## config.mk

```make
export PLATFORM = sky130hd
export DESIGN_NAME = ffoa_ram
export DESIGN_NICKNAME = d
export VERILOG_FILES = /design/src/rtl/ffoa_ram.sv
export SDC_FILE = /design/constraint.sdc
export NUM_CORES = 1
export LEC_CHECK = 0
export ABC_AREA = 1
export BUFFER_PORTS_ARGS = -buffer_cell sky130_fd_sc_hd__buf_2
export CAP_MARGIN = 20
export CORE_MARGIN = 2
export CORE_UTILIZATION = 55
export CTS_BUF_LIST = sky130_fd_sc_hd__clkbuf_2 sky130_fd_sc_hd__clkbuf_4 sky130_fd_sc_hd__clkbuf_8
export CTS_CLUSTER_SIZE = 14
export DETAILED_ROUTE_END_ITERATION = 8
export PLACE_DENSITY = 0.72
export SKIP_CTS_REPAIR_TIMING = 1
export SYNTH_ARGS = -nofsm -noshare
export SYNTH_HDL_FRONTEND = slang
export SYNTH_SLANG_ARGS = --single-unit
export TNS_END_PERCENT = 30
```

## constraint.sdc

```tcl
create_clock -name clk -period 1.72 [get_ports clk]
set_input_delay 0 -clock clk [delete_from_list [all_inputs] [get_ports clk]]
set_output_delay 0 -clock clk [all_outputs]
set_load 0.005 [all_outputs]
```

## src/rtl/ffoa_ram.sv

```systemverilog
// ffoa_ram: generic single-write, single-read RAM with registered read data.
// No dependencies.
`default_nettype none

module ffoa_ram #(
  parameter int WIDTH = 8,
  parameter int DEPTH = 16,
  localparam int AW = (DEPTH > 1) ? $clog2(DEPTH) : 1
) (
  input  wire logic             clk,
  input  wire logic             we,
  input  wire logic [AW-1:0]    waddr,
  input  wire logic [WIDTH-1:0] wdata,
  input  wire logic [AW-1:0]    raddr,
  output logic      [WIDTH-1:0] rdata
);

  logic [WIDTH-1:0] mem [DEPTH];

  always_ff @(posedge clk) begin
    if (we) begin
      mem[waddr] <= wdata;
    end
    rdata <= mem[raddr];
  end

endmodule

`default_nettype wire
```

==> run metrics <==
crit-path cells=inv_1 -> nand2_1 -> nand3_1 -> nand3_1 -> nand3_1 -> nand2_1; PortBufs=25; Pint=5.87 mW; Fin Clk Skew=0.0109 ns; cell mode on critical path=nand3_1; WP data arrival=1.40 ns; unrepaired setup endpoints after global routing=false; Final Hold Vio Count=0; Fmax achieved=934 MHz; Root Buffer=clkbuf_8; classification of the worst setup path=flop to flop; worst ir drop on vdd=0.711 mV; Starting Density=56.4%; Worst Path Required=2.05 ns; Via density=5.09; slew margin rel.=52.6%; Num CTS Buffers=17; Rows=37; number of global-route vias before repair=3,699; slowest cell delay on critical path=0.37 ns; period utilization=62.3%; maximum net fanout on the critical path=1; most common cell after layout, fill and taps aside=nand2_1; Setup crit end kind=flop; Sw Ratio=20.6%; HP Class=input port to flop; Flop pwr share=50.4%; Avg Inst Size Synth=10.5 um^2; Final ANT Viol Nets=0; Max-Cap Viols=0; gr ovfl total=0; pwr/cell area=1110 nW/um^2; post-layout util=64.8%; Setup TNS=0 ns; Skew-Pair Late Insertion Delay=0.44 ns; HPWL after DPL=7790 um; post-synthesis sequential area ratio=69.4%; core box area=10,200 um^2; CTS tree=yes; Crit path max-delay family=simple AND/OR/NAND/NOR gates; ant diodes=0; nets=615; Buf/Inv on CP=1; synthesized net count=569; Syn Std Cell Area=5770 um^2; DRC=0; # IOs=26; GRT Overall Usage=23.7%; Comb pwr share=6.1%; fin crit period=1.07 ns; largest net degree at the start of global routing=40; Clk pwr share=43.5%; clk buf depth=2; most frequent cells in the layout=nand2_1 (173), edfxtp_1 (128), inv_1 (100), nand3_1 (97), buf_2 (25); DIE HEIGHT=106 um; share of layout cells above drive strength 1=12.0%; Die W=106 um; Setup-failing EPs final=0; initial drt markers=220; final slew viol count=0; status=completed; H-tree levels=4; Crit-path slowest cell=edfxtp_1; Startpoint Class=flop; Final GP Congestion=0.859; vias=3,797; Yosys reg bits=136; Psw=1.52 mW; post-synthesis cell count=551; total chip power=7.39 mW; Area Overhead vs Synth=15.0%; Yosys cell types=12; Synthesis Warnings=0; Leakage Power=2.89 nW; initial antenna violation count=0; Sink Count=136; worst slew pin tran=0.708 ns; clk slew on worst S/H paths=0.08 ns; final wirelength=12,500 um; die area=11,300 um^2; first-pass GRT wire length=19,500 um; WL/cell=16.7 um; TritonRoute pass-1 iters=5
-- tightest hold or removal path: cells and delay by family --
kind | cells | cell delay, ns
simple gates | 3 | 0.26
buf+inv | 1 | 0.23
-- logic make-up (layout without fill, tap and decap cells) --
family        count (synthesis)  in the layout  synth area share, %
flops                       136            136                 69.4
simple gates                289            289                 21.0
buf+inv                     126            185                 9.52
-- cell type report --
class                      instances  area (um^2)
fill                             792         3600
inverter                         102          383
tap                              136          170
clock buffer                      18          241
multi-input combinational        289         1210
sequential                       136         4000
clock inverter                    14          251
timing repair buffer              51          368
-- worst paths after layout --
path | startpoint | end | slack [ns] | depth (start not counted)
setup / recovery | mem[0][5]$_DFFE_PP_ | rdata[5]$_DFF_P_ | 0.65 | 6
hold / removal | raddr[2] | rdata[6]$_DFF_P_ | 0.07 | 4
setup reg to reg | mem[0][5]$_DFFE_PP_ | rdata[5]$_DFF_P_ | 0.65 | 6
hold reg to reg | mem[14][4]$_DFFE_PP_ | rdata[4]$_DFF_P_ | 0.68 | 6
-- Yosys cell counts --
cell type / count / share of area [%]
buf_4: 4 / 0.52
nand3b_1: 2 / 0.26
buf_2: 13 / 1.1
nand2_1: 173 / 11
nor2_1: 17 / 1.1
buf_6: 6 / 1.2
nand3_1: 97 / 8.4
dfxtp_1: 8 / 2.8
buf_1: 1 / 0.065
edfxtp_1: 128 / 67
inv_2: 2 / 0.13
inv_1: 100 / 6.5
-- power by group through the flow --
stage / clock [mW] / combinational [mW] / sequential [mW]
5_1_grt: 3.39 / 0.502 / 3.73
4_1_cts: 3.25 / 0.439 / 3.73
2_1_floorplan: 0 / 0.261 / 3.79
3_3_place_gp: 0 / 0.427 / 3.80
6_report: 3.21 / 0.452 / 3.73
3_5_place_dp: 0 / 0.436 / 3.80
-- routing by layer --
| layer | global-route usage [%] | vias to the layer above | routed length (um) |
|---|---|---|---|
| li1 | - | 1863 | - |
| met1 | 30.9 | 1765 | 5200 |
| met2 | 38.6 | 156 | 6160 |
| met3 | 6.32 | 13 | 910 |
| met4 | 8.08 | 0 | 198 |
| met5 | 0 | - | 0 |
-- state kept, by name (all words and copies together) (netlist names) --
register,cells
mem,128
rdata,8
-- metrics by stage --
stage	worst slack (ns)	area, um^2	instances	hold WS (ns)
floorplan	0.769	5770	551	0.0989
global placement	0.483	6050	705	0.375
detailed placement	0.453	6050	705	0.379
CTS	0.671	6540	737	-0.106
global route	0.584	6630	746	0.0921
finish	0.649	6630	746	0.0703
No activity file was read; power rests on OpenSTA's default activity.
